==> src/hw/rtl/nrmc_pkg.sv <==
// ----------------------------------------------------------------------------
// NMEA RMC parser package
// Shared types, character codes and helpers for the RMC sentence parser.
// ----------------------------------------------------------------------------
package nrmc_pkg;

    localparam int TIME_CHARS_DEF = 10;
    localparam int POS_CHARS_DEF  = 15;
    localparam int DATE_CHARS_DEF = 10;

    // widths of field lengths (up to 16) and character indexes
    localparam int LEN_W = 5;
    localparam int IDX_W = 4;

    localparam logic [7:0] CH_DOLLAR = 8'h24;
    localparam logic [7:0] CH_STAR   = 8'h2A;
    localparam logic [7:0] CH_COMMA  = 8'h2C;
    localparam logic [7:0] CH_CR     = 8'h0D;
    localparam logic [7:0] CH_LF     = 8'h0A;
    localparam logic [7:0] CH_R      = 8'h52;
    localparam logic [7:0] CH_M      = 8'h4D;
    localparam logic [7:0] CH_C      = 8'h43;

    // byte positions of the sentence type letters; '$' is position 0
    localparam logic [2:0] POS_R       = 3'd3;
    localparam logic [2:0] POS_M       = 3'd4;
    localparam logic [2:0] POS_C       = 3'd5;
    localparam logic [2:0] POS_TYPE_END = 3'd6;
    localparam logic [2:0] POS_SAT     = 3'd7;

    // comma counts that select a field
    localparam logic [3:0] CC_TIME    = 4'd1;
    localparam logic [3:0] CC_STATUS  = 4'd2;
    localparam logic [3:0] CC_LAT     = 4'd3;
    localparam logic [3:0] CC_LAT_DIR = 4'd4;
    localparam logic [3:0] CC_LON     = 4'd5;
    localparam logic [3:0] CC_LON_DIR = 4'd6;
    localparam logic [3:0] CC_DATE    = 4'd9;
    localparam logic [3:0] CC_SAT     = 4'd15;

    typedef enum logic [2:0] {
        FC_TIME,
        FC_STATUS,
        FC_LAT,
        FC_LAT_DIR,
        FC_LON,
        FC_LON_DIR,
        FC_DATE,
        FC_END
    } fcode_t;

    typedef enum logic [1:0] {
        STS_VALID,
        STS_CHECKSUM,
        STS_NOT_RMC,
        STS_NO_STAR
    } sstatus_t;

    typedef enum logic [2:0] {
        CS_IDLE,
        CS_BODY,
        CS_HEX1,
        CS_HEX2,
        CS_EMIT
    } ctrl_state_t;

    typedef struct packed {
        logic     open;       // '$' starts a sentence
        logic     body;       // body byte (not star, not line end)
        logic     star;       // star closes the body
        logic     hex1;       // first checksum digit
        logic     err_load;   // load a single status item
        sstatus_t err_status;
        logic     emit_start;
        logic     emit_step;
    } dp_cmd_t;

    typedef struct packed {
        logic is_dollar;
        logic is_eol;
        logic is_star;
        logic sum_ok;
        logic type_ok;
        logic slot_free;
        logic emit_end;
    } dp_sts_t;

    // bit 4 set flags a non-hex character
    function automatic logic [4:0] hex_value(input logic [7:0] c);
        logic [4:0] v;
        if (c >= 8'h30 && c <= 8'h39)
            v = {1'b0, 4'(c - 8'h30)};
        else if (c >= 8'h41 && c <= 8'h46)
            v = {1'b0, 4'(c - 8'h37)};
        else if (c >= 8'h61 && c <= 8'h66)
            v = {1'b0, 4'(c - 8'h57)};
        else
            v = 5'h10;
        return v;
    endfunction

endpackage

==> src/hw/rtl/nmea_rmc_sentence_parser.sv <==
// ----------------------------------------------------------------------------
// NMEA RMC sentence parser
// Parses an NMEA 0183 byte stream and reports the fields of valid RMC
// sentences, or one status item for a sentence that fails.
// ----------------------------------------------------------------------------
// One byte is taken per cycle. Inside a sentence body and on the second
// checksum digit a byte is taken only once the output register is free, since
// a line end or the last digit loads a result. After the second checksum digit
// of a valid RMC sentence the result sequencer reads the field stores one entry
// per cycle while the output register is free. It emits each captured character
// and the three direction/status items, takes an idle step for each empty
// multi-character field and ends with the end item. No byte is taken until
// the end item is loaded. Failed sentences give a single status item. Overlong
// fields keep their first TIME_CHARS, POS_CHARS or DATE_CHARS characters. There
// is no clearing pass after reset.
module nmea_rmc_sentence_parser #(
    parameter int TIME_CHARS = nrmc_pkg::TIME_CHARS_DEF,
    parameter int POS_CHARS  = nrmc_pkg::POS_CHARS_DEF,
    parameter int DATE_CHARS = nrmc_pkg::DATE_CHARS_DEF
) (
    input  logic                       clk,
    input  logic                       rst_n,
    input  logic                       in_valid,
    output logic                       in_ready,
    input  logic [7:0]                 rx_byte,
    output logic                       out_valid,
    input  logic                       out_ready,
    output logic [1:0]                 status,
    output logic [2:0]                 field_code,
    output logic [nrmc_pkg::IDX_W-1:0] char_index,
    output logic [7:0]                 char_value,
    output logic                       last
);
    import nrmc_pkg::*;

    dp_cmd_t cmd;
    dp_sts_t sts;

    nrmc_ctrl u_ctrl (
        .clk      (clk),
        .rst_n    (rst_n),
        .in_valid (in_valid),
        .in_ready (in_ready),
        .sts      (sts),
        .cmd      (cmd)
    );

    nrmc_dp #(
        .TIME_CHARS (TIME_CHARS),
        .POS_CHARS  (POS_CHARS),
        .DATE_CHARS (DATE_CHARS)
    ) u_dp (
        .clk        (clk),
        .rst_n      (rst_n),
        .cmd        (cmd),
        .sts        (sts),
        .rx_byte    (rx_byte),
        .out_ready  (out_ready),
        .out_valid  (out_valid),
        .status     (status),
        .field_code (field_code),
        .char_index (char_index),
        .char_value (char_value),
        .last       (last)
    );

endmodule

==> src/hw/rtl/nrmc_fstore.sv <==
// ----------------------------------------------------------------------------
// NMEA RMC field store
// Character store for one multi-character field with a saturating length.
// ----------------------------------------------------------------------------
module nrmc_fstore #(
    parameter int DEPTH = nrmc_pkg::POS_CHARS_DEF
) (
    input  logic                       clk,
    input  logic                       rst_n,
    input  logic                       clear,
    input  logic                       wr_en,
    input  logic [7:0]                 wr_data,
    input  logic [nrmc_pkg::IDX_W-1:0] rd_idx,
    output logic [nrmc_pkg::LEN_W-1:0] len,
    output logic [7:0]                 rd_data
);
    import nrmc_pkg::*;

    localparam int AW = $clog2(DEPTH);
    localparam int LW = $clog2(DEPTH + 1);

    logic [7:0]    mem_reg [DEPTH];
    logic [7:0]    rd_data_reg;
    logic [LW-1:0] cnt_reg;
    logic [LW-1:0] cnt_next;
    logic          room;

    assign room = cnt_reg < LW'(DEPTH);

    always_comb
    begin
        cnt_next = cnt_reg;
        if (clear)
            cnt_next = '0;
        else if (wr_en && room)
            cnt_next = cnt_reg + LW'(1);
    end

    always_ff @(posedge clk or negedge rst_n)
    begin
        if (!rst_n)
            cnt_reg <= '0;
        else
            cnt_reg <= cnt_next;
    end

    // registered read: rd_data shows the entry at rd_idx in the cycle after
    always_ff @(posedge clk)
    begin
        if (!clear && wr_en && room)
            mem_reg[cnt_reg[AW-1:0]] <= wr_data;
        rd_data_reg <= mem_reg[rd_idx[AW-1:0]];
    end

    assign rd_data = rd_data_reg;
    assign len     = LEN_W'(cnt_reg);

endmodule

==> src/hw/rtl/nrmc_ctrl.sv <==
// ----------------------------------------------------------------------------
// NMEA RMC controller
// Sentence phase state machine; steers the datapath and the result burst.
// ----------------------------------------------------------------------------
module nrmc_ctrl (
    input  logic              clk,
    input  logic              rst_n,
    input  logic              in_valid,
    output logic              in_ready,
    input  nrmc_pkg::dp_sts_t sts,
    output nrmc_pkg::dp_cmd_t cmd
);
    import nrmc_pkg::*;

    ctrl_state_t state_reg;
    ctrl_state_t state_next;
    logic        take;

    always_ff @(posedge clk or negedge rst_n)
    begin
        if (!rst_n)
            state_reg <= CS_IDLE;
        else
            state_reg <= state_next;
    end

    assign take = in_valid && in_ready;

    always_comb
    begin
        state_next     = state_reg;
        in_ready       = 1'b0;
        cmd            = '0;
        cmd.err_status = STS_VALID;
        case (state_reg)
            CS_IDLE:
            begin
                in_ready = 1'b1;
                if (take && sts.is_dollar)
                begin
                    cmd.open   = 1'b1;
                    state_next = CS_BODY;
                end
            end
            CS_BODY:
            begin
                in_ready = sts.slot_free;
                if (take)
                begin
                    if (sts.is_eol)
                    begin
                        cmd.err_load   = 1'b1;
                        cmd.err_status = STS_NO_STAR;
                        state_next     = CS_IDLE;
                    end
                    else if (sts.is_star)
                    begin
                        cmd.star   = 1'b1;
                        state_next = CS_HEX1;
                    end
                    else
                        cmd.body = 1'b1;
                end
            end
            CS_HEX1:
            begin
                in_ready = 1'b1;
                if (take)
                begin
                    cmd.hex1   = 1'b1;
                    state_next = CS_HEX2;
                end
            end
            CS_HEX2:
            begin
                in_ready = sts.slot_free;
                if (take)
                begin
                    // checksum mismatch wins over wrong type
                    if (!sts.sum_ok)
                    begin
                        cmd.err_load   = 1'b1;
                        cmd.err_status = STS_CHECKSUM;
                        state_next     = CS_IDLE;
                    end
                    else if (!sts.type_ok)
                    begin
                        cmd.err_load   = 1'b1;
                        cmd.err_status = STS_NOT_RMC;
                        state_next     = CS_IDLE;
                    end
                    else
                    begin
                        cmd.emit_start = 1'b1;
                        state_next     = CS_EMIT;
                    end
                end
            end
            CS_EMIT:
            begin
                if (sts.slot_free)
                begin
                    cmd.emit_step = 1'b1;
                    if (sts.emit_end)
                        state_next = CS_IDLE;
                end
            end
            default:
                state_next = CS_IDLE;
        endcase
    end

endmodule

==> src/hw/rtl/nrmc_dp.sv <==
// ----------------------------------------------------------------------------
// NMEA RMC datapath
// Checksum, position and comma tracking, field capture, result sequencing
// and the output register.
// ----------------------------------------------------------------------------
module nrmc_dp #(
    parameter int TIME_CHARS = nrmc_pkg::TIME_CHARS_DEF,
    parameter int POS_CHARS  = nrmc_pkg::POS_CHARS_DEF,
    parameter int DATE_CHARS = nrmc_pkg::DATE_CHARS_DEF
) (
    input  logic                       clk,
    input  logic                       rst_n,
    input  nrmc_pkg::dp_cmd_t          cmd,
    output nrmc_pkg::dp_sts_t          sts,
    input  logic [7:0]                 rx_byte,
    input  logic                       out_ready,
    output logic                       out_valid,
    output logic [1:0]                 status,
    output logic [2:0]                 field_code,
    output logic [nrmc_pkg::IDX_W-1:0] char_index,
    output logic [7:0]                 char_value,
    output logic                       last
);
    import nrmc_pkg::*;

    // parse state
    logic [7:0] xor_reg,   xor_next;
    logic [2:0] pos_reg,   pos_next;
    logic [3:0] comma_reg, comma_next;
    logic       type_reg,  type_next;
    logic [4:0] hi_reg,    hi_next;
    logic [7:0] stat_ch_reg, stat_ch_next;
    logic [7:0] latd_reg,  latd_next;
    logic [7:0] lond_reg,  lond_next;

    // result sequencer
    fcode_t           code_reg, code_next;
    logic [IDX_W-1:0] idx_reg,  idx_next;

    // output register
    logic             oval_reg, oval_next;
    sstatus_t         ost_reg;
    fcode_t           ocode_reg;
    logic [IDX_W-1:0] oidx_reg;
    logic [7:0]       ochar_reg;
    logic             olast_reg;

    logic [2:0]       pos_inc;
    logic             is_comma;
    logic             cap;
    logic [4:0]       lo_nib;
    logic [LEN_W-1:0] len_time, len_lat, len_lon, len_date, sel_len;
    logic [7:0]       rd_time, rd_lat, rd_lon, rd_date, sel_data, sel_single;
    logic             idx_last;
    logic             emit_load;
    logic             emit_last;
    logic [7:0]       emit_val;
    logic             slot_free;

    assign is_comma = rx_byte == CH_COMMA;
    assign pos_inc  = (pos_reg == POS_SAT) ? pos_reg : pos_reg + 3'd1;
    assign cap      = cmd.body && !is_comma;
    assign lo_nib   = hex_value(rx_byte);

    assign slot_free     = !oval_reg || out_ready;
    assign sts.is_dollar = rx_byte == CH_DOLLAR;
    assign sts.is_eol    = (rx_byte == CH_CR) || (rx_byte == CH_LF);
    assign sts.is_star   = rx_byte == CH_STAR;
    assign sts.sum_ok    = !hi_reg[4] && !lo_nib[4] && ({hi_reg[3:0], lo_nib[3:0]} == xor_reg);
    assign sts.type_ok   = type_reg;
    assign sts.slot_free = slot_free;
    assign sts.emit_end  = code_reg == FC_END;

    // stores are addressed with the next index so their data lines up with idx_reg
    nrmc_fstore #(.DEPTH(TIME_CHARS)) u_time (
        .clk(clk), .rst_n(rst_n), .clear(cmd.open),
        .wr_en(cap && comma_reg == CC_TIME), .wr_data(rx_byte),
        .rd_idx(idx_next), .len(len_time), .rd_data(rd_time)
    );

    nrmc_fstore #(.DEPTH(POS_CHARS)) u_lat (
        .clk(clk), .rst_n(rst_n), .clear(cmd.open),
        .wr_en(cap && comma_reg == CC_LAT), .wr_data(rx_byte),
        .rd_idx(idx_next), .len(len_lat), .rd_data(rd_lat)
    );

    nrmc_fstore #(.DEPTH(POS_CHARS)) u_lon (
        .clk(clk), .rst_n(rst_n), .clear(cmd.open),
        .wr_en(cap && comma_reg == CC_LON), .wr_data(rx_byte),
        .rd_idx(idx_next), .len(len_lon), .rd_data(rd_lon)
    );

    nrmc_fstore #(.DEPTH(DATE_CHARS)) u_date (
        .clk(clk), .rst_n(rst_n), .clear(cmd.open),
        .wr_en(cap && comma_reg == CC_DATE), .wr_data(rx_byte),
        .rd_idx(idx_next), .len(len_date), .rd_data(rd_date)
    );

    // parse state update
    always_comb
    begin
        xor_next     = xor_reg;
        pos_next     = pos_reg;
        comma_next   = comma_reg;
        type_next    = type_reg;
        hi_next      = hi_reg;
        stat_ch_next = stat_ch_reg;
        latd_next    = latd_reg;
        lond_next    = lond_reg;
        if (cmd.open)
        begin
            xor_next   = '0;
            pos_next   = '0;
            comma_next = '0;
            type_next  = 1'b1;
            hi_next    = '0;
        end
        else if (cmd.star)
        begin
            pos_next = pos_inc;
            if (pos_inc < POS_TYPE_END)
                type_next = 1'b0;
        end
        else if (cmd.hex1)
            hi_next = lo_nib;
        else if (cmd.body)
        begin
            pos_next = pos_inc;
            if (!sts.is_dollar)
                xor_next = xor_reg ^ rx_byte;
            if ((pos_inc == POS_R && rx_byte != CH_R) ||
                (pos_inc == POS_M && rx_byte != CH_M) ||
                (pos_inc == POS_C && rx_byte != CH_C))
                type_next = 1'b0;
            if (is_comma)
            begin
                if (comma_reg != CC_SAT)
                    comma_next = comma_reg + 4'd1;
            end
            else
            begin
                case (comma_reg)
                    CC_STATUS:  stat_ch_next = rx_byte;
                    CC_LAT_DIR: latd_next    = rx_byte;
                    CC_LON_DIR: lond_next    = rx_byte;
                    default:    ;
                endcase
            end
        end
    end

    // result sequencer: walks the fields, one store entry per step
    always_comb
    begin
        sel_len    = '0;
        sel_data   = '0;
        sel_single = '0;
        case (code_reg)
            FC_TIME:    begin sel_len = len_time; sel_data = rd_time; end
            FC_LAT:     begin sel_len = len_lat;  sel_data = rd_lat;  end
            FC_LON:     begin sel_len = len_lon;  sel_data = rd_lon;  end
            FC_DATE:    begin sel_len = len_date; sel_data = rd_date; end
            FC_STATUS:  sel_single = stat_ch_reg;
            FC_LAT_DIR: sel_single = latd_reg;
            FC_LON_DIR: sel_single = lond_reg;
            default:    ;
        endcase
    end

    assign idx_last = ({1'b0, idx_reg} + LEN_W'(1)) == sel_len;

    always_comb
    begin
        code_next = code_reg;
        idx_next  = idx_reg;
        emit_load = 1'b0;
        emit_last = 1'b0;
        emit_val  = '0;
        if (cmd.emit_start)
        begin
            code_next = FC_TIME;
            idx_next  = '0;
        end
        else if (cmd.emit_step)
        begin
            case (code_reg)
                FC_TIME, FC_LAT, FC_LON, FC_DATE:
                begin
                    // an empty field costs one idle step
                    if (sel_len == '0)
                        code_next = fcode_t'(code_reg + 3'd1);
                    else
                    begin
                        emit_load = 1'b1;
                        emit_val  = sel_data;
                        if (idx_last)
                        begin
                            code_next = fcode_t'(code_reg + 3'd1);
                            idx_next  = '0;
                        end
                        else
                            idx_next = idx_reg + IDX_W'(1);
                    end
                end
                FC_STATUS, FC_LAT_DIR, FC_LON_DIR:
                begin
                    emit_load = 1'b1;
                    emit_val  = sel_single;
                    code_next = fcode_t'(code_reg + 3'd1);
                end
                FC_END:
                begin
                    emit_load = 1'b1;
                    emit_last = 1'b1;
                end
                default: ;
            endcase
        end
    end

    always_comb
    begin
        oval_next = oval_reg;
        if (cmd.err_load || emit_load)
            oval_next = 1'b1;
        else if (out_ready)
            oval_next = 1'b0;
    end

    always_ff @(posedge clk or negedge rst_n)
    begin
        if (!rst_n)
        begin
            xor_reg     <= '0;
            pos_reg     <= '0;
            comma_reg   <= '0;
            type_reg    <= 1'b1;
            hi_reg      <= '0;
            stat_ch_reg <= '0;
            latd_reg    <= '0;
            lond_reg    <= '0;
            code_reg    <= FC_TIME;
            idx_reg     <= '0;
            oval_reg    <= 1'b0;
        end
        else
        begin
            xor_reg     <= xor_next;
            pos_reg     <= pos_next;
            comma_reg   <= comma_next;
            type_reg    <= type_next;
            hi_reg      <= hi_next;
            stat_ch_reg <= stat_ch_next;
            latd_reg    <= latd_next;
            lond_reg    <= lond_next;
            code_reg    <= code_next;
            idx_reg     <= idx_next;
            oval_reg    <= oval_next;
        end
    end

    // payload of the output register
    always_ff @(posedge clk)
    begin
        if (cmd.err_load)
        begin
            ost_reg   <= cmd.err_status;
            ocode_reg <= FC_END;
            oidx_reg  <= '0;
            ochar_reg <= '0;
            olast_reg <= 1'b1;
        end
        else if (emit_load)
        begin
            ost_reg   <= STS_VALID;
            ocode_reg <= code_reg;
            oidx_reg  <= (code_reg == FC_END) ? '0 : idx_reg;
            ochar_reg <= emit_val;
            olast_reg <= emit_last;
        end
    end

    assign out_valid  = oval_reg;
    assign status     = ost_reg;
    assign field_code = ocode_reg;
    assign char_index = oidx_reg;
    assign char_value = ochar_reg;
    assign last       = olast_reg;

endmodule
==> config.mk <==
export PLATFORM = sky130hd
export DESIGN_NAME = nmea_rmc_sentence_parser
export DESIGN_NICKNAME = d
export VERILOG_FILES = /design/src/hw/rtl/nrmc_pkg.sv /design/src/hw/rtl/nmea_rmc_sentence_parser.sv /design/src/hw/rtl/nrmc_fstore.sv /design/src/hw/rtl/nrmc_ctrl.sv /design/src/hw/rtl/nrmc_dp.sv
export SDC_FILE = /design/constraint.sdc
export NUM_CORES = 1
export LEC_CHECK = 0
export BUFFER_PORTS_ARGS = -buffer_cell sky130_fd_sc_hd__buf_4
export CORE_MARGIN = 8
export CORE_UTILIZATION = 39
export CTS_BUF_LIST = sky130_fd_sc_hd__clkbuf_8
export CTS_CLUSTER_DIAMETER = 60
export DETAILED_ROUTE_END_ITERATION = 12
export PLACE_DENSITY = 0.6
export REMOVE_ABC_BUFFERS = 1
export SKIP_LAST_GASP = 1
export SLEW_MARGIN = 20
export SYNTH_ARGS = -nofsm -noshare
export SYNTH_HDL_FRONTEND = slang
export SYNTH_SLANG_ARGS = --single-unit
export TNS_END_PERCENT = 50
==> constraint.sdc <==
create_clock -name clk -period 3.9 [get_ports clk]
set_clock_uncertainty 0.2 [all_clocks]
set_input_delay 0.195 -clock clk [delete_from_list [all_inputs] [get_ports clk]]
set_output_delay 0.195 -clock clk [all_outputs]
set_load 0.1 [all_outputs]
* Word-level counts from Yosys, hierarchy flattened
Memories as Yosys holds them, arrays and structs flattened. A register that Yosys moved wholly into a read port is not among the register bits. Cells that the tools add are included. Widths: inputs -> output; s select.
Word-level totals: register bits 90, input bits 12, word-level logic and storage cells 273, memories kept 4, memory bits (writable) 400
Cells by class: muxes and demuxes 105, magnitude comparators 11, add/sub/neg operators 12, equal/unequal tests 46, bitwise operators 5, reduce and logical (&&, ||, !) cells 69
Memory list:
- u_dp.u_lat.mem_reg | depth 15, width 8, rd ports 1, clocked after Yosys merged registers in 1, write ports 1, RTL line nrmc_fstore.sv:22 | logic [7:0] mem_reg [DEPTH];
- u_dp.u_lon.mem_reg | depth 15, width 8, rd ports 1, clocked after Yosys merged registers in 1, write ports 1, RTL line nrmc_fstore.sv:22
- u_dp.u_date.mem_reg | depth 10, width 8, rd ports 1, clocked after Yosys merged registers in 1, write ports 1, RTL line nrmc_fstore.sv:22
- u_dp.u_time.mem_reg | depth 10, width 8, rd ports 1, clocked after Yosys merged registers in 1, write ports 1, RTL line nrmc_fstore.sv:22
Operators by type and width (number):
- $mux 4 | 21
- $mux 3 | 23
- $mux 8 | 8
- $mux 1 | 33
- $pmux 8 s4 | 1
- $mux 5 | 6
- $logic_and 1x1->1 | 27
- $add 4x1->4 const B | 6
- $eq 3x3->1 const B | 8
- $eq 8x6->1 const B | 3
- $ne 8x7->1 const B | 3
- $pmux 8 s3 | 1
- $reduce_bool 2->1 | 11
- $reduce_and 6->1 | 3
- $eq 8x4->1 const B | 2
- $ge 8x7->1 const B | 2
- $le 8x7->1 const B | 2
- $lt 4x4->1 const B | 4
- $ne 2x1->1 const B | 8
- $pmux 4 s4 | 1
- $pmux 8 s2 | 1
- $eq 3x2->1 const B | 5
- $pmux 3 s5 | 1
- $eq 4x3->1 const B | 3
- other kinds (36) | 65

* Depth between registers and ports, before layout
Gate-level depths: netlist of run 1.
depth in word-level cells 14, depth in mapped cells 15, mapped depth without buffers 12

* Hierarchy
Synthesis of run 1 repeated with hierarchy kept, for this count alone.
Second synthesis, totals: cell total of the unflattened synthesis 1440, area, all modules 22385.2 um^2
By module, submodules not included:
- nrmc_fstore at u_dp.u_lon | instances 1, area an instance 5159.9 um^2, cells an instance 264
- nrmc_fstore at u_dp.u_lat | instances 1, area an instance 5151.2 um^2, cells an instance 262
- nrmc_dp | instances 1, area an instance 4448.0 um^2, cells an instance 445
- nrmc_fstore at u_dp.u_date | instances 1, area an instance 3677.3 um^2, cells an instance 218
- nrmc_fstore at u_dp.u_time | instances 1, area an instance 3656.0 um^2, cells an instance 219
- nrmc_ctrl | instances 1, area an instance 292.8 um^2, cells an instance 32

* Least setup slack after synthesis of run 1
OpenSTA, ideal clock, no wires.
path kind register to register, from reg u_dp.oval_reg, in the netlist u_dp.out_valid, to mem u_dp.u_lon.mem_reg[0][0], enable pin, data arrival time 3.122 ns, cell stages (with the launch flop) 9, slack 0.195 ns, library setup time 0.383 ns, data required time 3.317 ns, period minus slack after synthesis 3.705 ns, path buffers 1, path through dfrtp_1 -> nand2b_1 -> and3_1 -> nor2b_1 -> buf_2 -> o21ai_1 -> nor4b_2 -> nand2_1 -> nor3_1
Between the ends: cells in the longest elaborated chain, start to end 12, elaborated cells between the ends (all ways) 16, those cells by class mux: 7; reduce/logical: 9
Ends and longest elaborated chain:
- start, declared | RTL line nrmc_dp.sv:41 | logic oval_reg, oval_next;
- start signal, assigned | RTL line nrmc_dp.sv:258 | oval_reg <= oval_next;
- $logic_not 1->1 * | RTL line nrmc_dp.sv:65 | assign slot_free = !oval_reg || out_ready;
- $logic_or 1x1->1 * | RTL line nrmc_dp.sv:65
- $pmux 1 s2 * | RTL line nrmc_ctrl.sv:35 | case (state_reg)
- $logic_and 1x1->1 * | RTL line nrmc_ctrl.sv:27 | assign take = in_valid && in_ready;
- $logic_and 1x1->1 / $mux 2 (equally long branches) | RTL line nrmc_ctrl.sv:39, nrmc_ctrl.sv:48
- $mux 1 / $mux 2 (equally long branches) | RTL line nrmc_ctrl.sv:39, nrmc_ctrl.sv:35
- $mux 1 / $logic_and 1x1->1 (equally long branches) | RTL line nrmc_ctrl.sv:35, nrmc_dp.sv:62
- $logic_not 1->1 / $logic_and 1x1->1 (equally long branches) | RTL line nrmc_fstore.sv:50, nrmc_dp.sv:89
- $logic_and 1x1->1 * (2 in a row) | RTL line nrmc_fstore.sv:50 | if (!clear && wr_en && room)
- $mux 1 * | RTL line nrmc_fstore.sv:50
- $mux 1 (implied by the code) * | RTL line nrmc_fstore.sv:51 | mem_reg[cnt_reg[AW-1:0]] <= wr_data;
- end, declared | RTL line nrmc_fstore.sv:22
Every way passes the cells marked *; elsewhere a longest branch is shown, timed or not.

* Worst setup path after layout of run 1
from reg u_dp.code_reg[0], to reg u_dp.u_lat.rd_data_reg[7], in the netlist u_dp.u_lat.rd_data[7] (read register of u_dp.u_lat.mem_reg)
Between the ends: cells in the longest elaborated chain, start to end 8, elaborated cells between the ends (all ways) 13, those cells by class eq/ne: 4; mux: 6; reduce/logical: 3
Ends and longest elaborated chain:
- start, declared | RTL line nrmc_dp.sv:37 | fcode_t code_reg, code_next;
- start signal, assigned | RTL line nrmc_dp.sv:256 | code_reg <= code_next;
- $eq 3x3->1 (tied with other cells) | RTL line nrmc_dp.sv:158, nrmc_dp.sv:186
- $pmux 4 s4 | RTL line nrmc_dp.sv:158 | case (code_reg)
- $eq 5x4->1 | RTL line nrmc_dp.sv:170 | assign idx_last = ({1'b0, idx_reg} + LEN_W'(1)) == sel_len;
- $mux 4 | RTL line nrmc_dp.sv:196 | if (idx_last)
- $mux 4 | RTL line nrmc_dp.sv:190 | if (sel_len == '0)
- $mux 4 * | RTL line nrmc_dp.sv:186 | case (code_reg)
- $mux 4 * | RTL line nrmc_dp.sv:184 | else if (cmd.emit_step)
- $mux 4 * | RTL line nrmc_dp.sv:179 | if (cmd.emit_start)
- end, declared | RTL line nrmc_fstore.sv:23 | logic [7:0] rd_data_reg;
Marked as above. A chain may end at the register's enable or synchronous reset.

==> metrics, run 1 <==
run status=finished with violations; violations in the final reports=setup timing; worst ir drop on vdd=0.000251 V; data arrival time of the critical path=4.27 ns; # H-tree levels=3; post-route DRC violation count=0; f_max=0.256 GHz; number of design-rule violations left by the first detailed-router iteration=1515; total chip power=15.7 mW; Hold Violations, Final=0; highest-delay cell along the critical path=dfrtp_1; ANT nets after route=0; proportion of synthesized flip-flops having asynchronous set or reset=13.8%; Leak=9.99 nW; post-synthesis instance total=1760; Final Slew Violations=0; final clock period utilization by the worst path=100%; portion of the post-synthesis area used by sequential elements=64.9%; logic depth of the worst register-to-register path=14; top fanout value on the critical path=32; largest stage delay on the critical path=0.41 ns; Top Family by Delay on Critical Path=compound AO/OA/AOI/OAI gates; root cell of the clock tree=clkbuf_8; final cell utilization of the core=45.7%; y dimension of the die=258 µm; clock input transition at the sequential cells of the worst setup and hold paths=0.06 ns; capturing element type of the critical path=flop; leading post-synthesis cells by instance count=edfxtp_1 (402), nand2_1 (199), a21oi_1 (99), nor2_1 (77), dfrtp_1 (71); critical register-to-register path endpoint=u_dp.u_lat.rd_data[7]; GRT Residual Overflow=0; leading cell type by number of instances after synthesis=edfxtp_1; Post-Layout Inst Area=0.0264 mm²; r2r setup slk=-0.006 ns; clock latency at the later pin of the worst-skew pair=0.67 ns; share of cells above drive strength 1=19.5%; mean cell area of the mapped netlist=13.0 µm²; cells traversed along the worst timing path=inv_1, ha_1, a221oi_1, a21oi_1, xnor2_1, nor4_4, buf_4, a211oi_4, buf_4, nor2_4, buf_12, a311oi_1, a21oi_1, a211oi_1; Synth cell types=89; post-layout instance count excluding filler cells=2739; top-area cell type share of the netlist area=52.8%; worst-case hold slack=0.0414 ns; number of antenna violations at the first check in global routing=6; effective utilization at floorplan=39.5%; routed wirelength normalized by instance count=23.3 µm; IO Port Bufs=31; cell count after placement=2561; number of flip-flops and latches in the synthesized netlist=522; gpl congestion=0.866; category of the critical setup timing path=flop to flop; dominant register cell in the synthesized netlist=edfxtp_1; core footprint=0.0578 mm²; Final setup viols=1; number of clock sinks=522; post-synth design cell area=0.0229 mm²; unrepaired setup endpoints after global routing=true; cts bufs inserted=88; most area-hungry cell type in the Yosys netlist=edfxtp_1; gr usage total=18.7%; wire length of the first global-routing pass=95700 µm; final routed wirelength across all metal layers=63800 µm; Area growth syn-to-layout=15.7%; timing startpoint of the critical path=u_dp.code_reg[0]; slack of the critical path=-0.00554 ns; Sum Neg Setup Slack=-0.00554 ns; worst slack at placement=-0.0428 ns; worst rel slew slack=33.7%; total half-perimeter wirelength after legalization and detailed placement=41300 µm; filler instances=5180; via count=15495; vias in the first global route=15500; Power Dens Cells=593 mW/mm²; number of max-cap violations=0; CTS max path bufs=3; Worst Path Buf+Inv=4; first-pass iteration count of the detailed router=5; standard cell area after detailed placement=0.0245 mm²; worst-margin pin slew=0.995 ns; number of top-level pins=32; launching element type of the critical path=flop; clock period minus worst slack=3.91 ns; Critical Path RT=4.26 ns; TritonCTS clock tree=done; warning count from the yosys run=0; per-cell via count in the routed design=5.66; Layout Nets=1944; reg-to-reg critical path startpoint=u_dp.code_reg[0]; die area=0.0666 mm²; total number of placement rows=88; largest net degree at the start of global routing=73; number of enable-type register cells in the synthesized netlist=402; biggest area contributors in the synthesized netlist=edfxtp_1 (53%), dfrtp_1 (7.8%), dfxtp_1 (4.2%); die span in x=258 µm; type of the worst min-delay path=input pin to async pin
area by class of cell:
cell class	count	area [µm²]	share of cell area (%)
diodes	1	2.50	0.00947
well taps	765	957	3.62
inverters	37	139	0.525
clock inverters	64	357	1.35
clock buffers	99	1360	5.15
repair buffers	168	1410	5.35
flip-flops and latches	522	14800	56.1
multi-input cells	1083	7370	27.9
worst reg2reg max path, delay by kind of cell, from the launching register on:
family / cells / cell delay, ns
XOR/XNOR: 1 / 0.37
AO/OA/AOI/OAI: 6 / 1.62
adder cells (fa/ha/maj): 1 / 0.36
buffers and inverters: 4 / 0.72
AND/OR/NAND/NOR: 2 / 0.14
flip-flops: 1 / 0.41
worst max path at each step:
stage | endpoint | slack (ns) | cells past startpoint
floorplan | u_dp.u_date.rd_data[6] | -1.58 | 11
global placement | u_dp.u_lon.rd_data[3] | 0.06 | 11
detailed placement | u_dp.u_lon.rd_data[6] | -0.04 | 11
CTS | u_dp.u_lon.rd_data[6] | 0.06 | 12
global route | u_dp.u_lat.rd_data[7] | -0.11 | 14
finish | u_dp.u_lat.rd_data[7] | -0.006 | 14
timing repair:
item | CTS | global route
hold endpoints to repair | 231 | 0
pin swaps | 0 | 2
buffers inserted | 0 | 3
setup endpoints to repair | 2 | 33
hold buffers | 11 | 0
resized for setup | 1 | 7
cell usage in the layout (no fill, tap or decap), drive strengths merged, types with 64 or more instances in the layout:
master / n
edfxtp: 402
nor2: 79
inv: 76
a21oi: 102
mux2: 64
buf: 157
nand2: 200
nand3: 72
dfrtp: 71
clkbuf: 99
cells by family (layout without fill, tap and decap cells):
family / count (synthesis) / in the layout / share of synthesized area (%)
adders and majority gates: 32 / 32 / 1.75
and+or+nand+nor: 479 / 479 / 10.2
DFF: 522 / 522 / 64.9
buffers and inverters: 155 / 368 / 3.13
muxes: 121 / 121 / 5.65
xor gates and xnor gates: 29 / 29 / 1.11
AOI/OAI and AO/OA: 422 / 422 / 13.3
other: 0 / 1 / 0
power breakdown:
part	internal (mW)	total (mW)	leakage [nW]	switching, mW
Combinational	1.46	4.19	4.02	2.72
Clock	2.53	4.76	1.02	2.23
Sequential	6.33	6.72	4.95	0.391
per-layer routing:
| layer | global-route usage (%) | part of all wire (%) | vias up |
|---|---|---|---|
| li1 | - | - | 7028 |
| met1 | 24.7 | 43 | 7778 |
| met2 | 30.8 | 49 | 539 |
| met3 | 3.30 | 5.6 | 144 |
| met4 | 6.44 | 2.9 | 6 |
| met5 | 0 | 0.075 | - |
Power figures use the tool's default switching activity.
==> run 2: changes to the inputs <==
Settings changed: CTS_BUF_LIST sky130_fd_sc_hd__clkbuf_8 to sky130_fd_sc_hd__clkbuf_4 sky130_fd_sc_hd__clkbuf_8.
==> metrics, run 2 (synthesis gave the netlist of run 1 again) <==
run status=finished with violations; violations in the final reports=setup timing; area of the multi-input gates=0.00737 mm²; cts bufs inserted=88; first-pass iteration count of the detailed router=5; clock input transition at the sequential cells of the worst setup and hold paths=0.06 ns; number of top-level pins=32; IO Port Bufs=31; via count=15497; ANT nets after route=0; slack of the critical path=-0.00822 ns; FF/Latch Area=0.0148 mm²; Hold Violations, Final=0; critical register-to-register path endpoint=u_dp.u_lat.rd_data[7]; routed wirelength normalized by instance count=23.3 µm; worst-margin pin slew=0.996 ns; total number of placement rows=88; clock period minus worst slack=3.91 ns; clock network power share=31.9%; Area growth syn-to-layout=16.3%; wire length of the first global-routing pass=95900 µm; power share of the combinational group=26.2%; core footprint=0.0578 mm²; most used cells in the layout excluding fill and tap cells=edfxtp_1 (402), nand2_1 (198), buf_4 (149); worst ir drop on vdd=0.000250 V; internal power summed over all cells=10.7 mW; number of design-rule violations left by the first detailed-router iteration=1536; Final Slew Violations=0; root cell of the clock tree=clkbuf_8; Power Dens Cells=602 mW/mm²; f_max=0.256 GHz; part of the total power dissipated in sequential elements=41.9%; proportion of total power due to net switching=33.4%; Layout Nets=1946; y dimension of the die=258 µm; number of max-cap violations=0; top fanout value on the critical path=32; clock latency at the later pin of the worst-skew pair=0.68 ns; Sum Neg Setup Slack=-0.00822 ns; die span in x=258 µm; largest net degree at the start of global routing=73; capturing element type of the critical path=flop; type of the worst min-delay path=input pin to async pin; final routed wirelength across all metal layers=63900 µm; logic depth of the worst register-to-register path=14; post-route DRC violation count=0; share of cells above drive strength 1=21.4%; CTS max path bufs=3; Critical Path RT=4.26 ns; TritonCTS clock tree=done; vias in the first global route=15506; launching element type of the critical path=flop; Final setup viols=1; leading cell type in the layout, fill and taps excluded=edfxtp_1; filler instances=5152; unrepaired setup endpoints after global routing=true; net switching power figure=5.35 mW; category of the critical setup timing path=flop to flop; die area=0.0666 mm²; r2r setup slk=-0.008 ns; worst slack at placement=-0.0428 ns; total half-perimeter wirelength after legalization and detailed placement=41300 µm; Leak=9.97 nW; GRT Residual Overflow=0; per-cell via count in the routed design=5.65; worst-case hold slack=0.0340 ns; gpl congestion=0.866; worst rel slew slack=33.6%; gr usage total=18.7%; data arrival time of the critical path=4.27 ns; # H-tree levels=3; number of clock sinks=522; reg-to-reg critical path startpoint=u_dp.code_reg[0]; final clock period utilization by the worst path=100%; number of antenna violations at the first check in global routing=6; effective utilization at floorplan=39.5%
-- run 2: metrics by stage --
step / util [%] / power, mW / area (µm²) / std cells
6_report: 46.0 / 16.0 / 26600 / 2742
5_1_grt: 46.0 / 16.7 / 26600 / 2741
4_1_cts: 45.8 / 16.1 / 26500 / 2735
3_5_place_dp: 42.4 / 10.9 / 24500 / 2561
3_3_place_gp: 42.4 / 10.9 / 24500 / 2561
2_1_floorplan: - / 9.15 / 22300 / 1642
-- run 2: layer usage --
metal | part of all wire (%) | wire length [µm] | track usage [%]
met1 | 43 | 27600 | 24.6
met2 | 48 | 30900 | 30.8
met3 | 5.5 | 3550 | 3.37
met4 | 2.8 | 1790 | 6.56
met5 | 0.075 | 48 | 0
-- run 2: critical path: stages (launching register included) --
cell and delay [ns]:
dfrtp_1 0.41, inv_1 0.10, ha_1 0.35, a221oi_1 0.33
a21oi_1 0.10, xnor2_1 0.37, nor4_4 0.07, buf_4 0.18
a211oi_4 0.33, buf_4 0.27, nor2_4 0.07, buf_12 0.17
a311oi_1 0.37, a21oi_1 0.16, a211oi_1 0.29
-- run 2: repair_timing --
item / 4_1_cts / 5_1_grt
pin swaps: 0 / 2
hold buffers: 11 / 0
hold endpoints to repair: 231 / 0
gates resized for setup: 1 / 7
setup endpoints to repair: 2 / 33
buffers inserted: 0 / 5
-- run 2: worst max-delay path by stage --
stage | from | endpoint | slack (ns) | cells past startpoint
final | u_dp.code_reg[0] | u_dp.u_lat.rd_data[7] | -0.008 | 14
after global routing | u_dp.code_reg[0] | u_dp.u_lat.rd_data[7] | -0.11 | 14
after CTS | u_dp.code_reg[0] | u_dp.u_lon.rd_data[6] | 0.06 | 12
after detailed placement | u_dp.code_reg[0] | u_dp.u_lon.rd_data[6] | -0.04 | 11
after global placement | u_dp.code_reg[0] | u_dp.u_lon.rd_data[3] | 0.06 | 11
after floorplan | u_dp.code_reg[0] | u_dp.u_date.rd_data[6] | -1.58 | 11
-- run 2: layout make-up --
cell class	instances	area share, %
sequential	522	55.8
multi-input combinational	1083	27.7
clock buffer	135	6.14
timing repair buffer	170	5.37
tap	765	3.60
clock inverter	28	0.833
inverter	37	0.522
antenna	2	0.0188
-- run 2: power groups by stage --
stage | Sequential (mW) | Clock (mW) | Combinational (mW)
2_1_floorplan | 6.85 | 0 | 2.30
6_report | 6.72 | 5.11 | 4.19
3_3_place_gp | 6.80 | 0 | 4.06
5_1_grt | 6.73 | 5.44 | 4.50
3_5_place_dp | 6.79 | 0 | 4.11
4_1_cts | 6.69 | 5.21 | 4.15
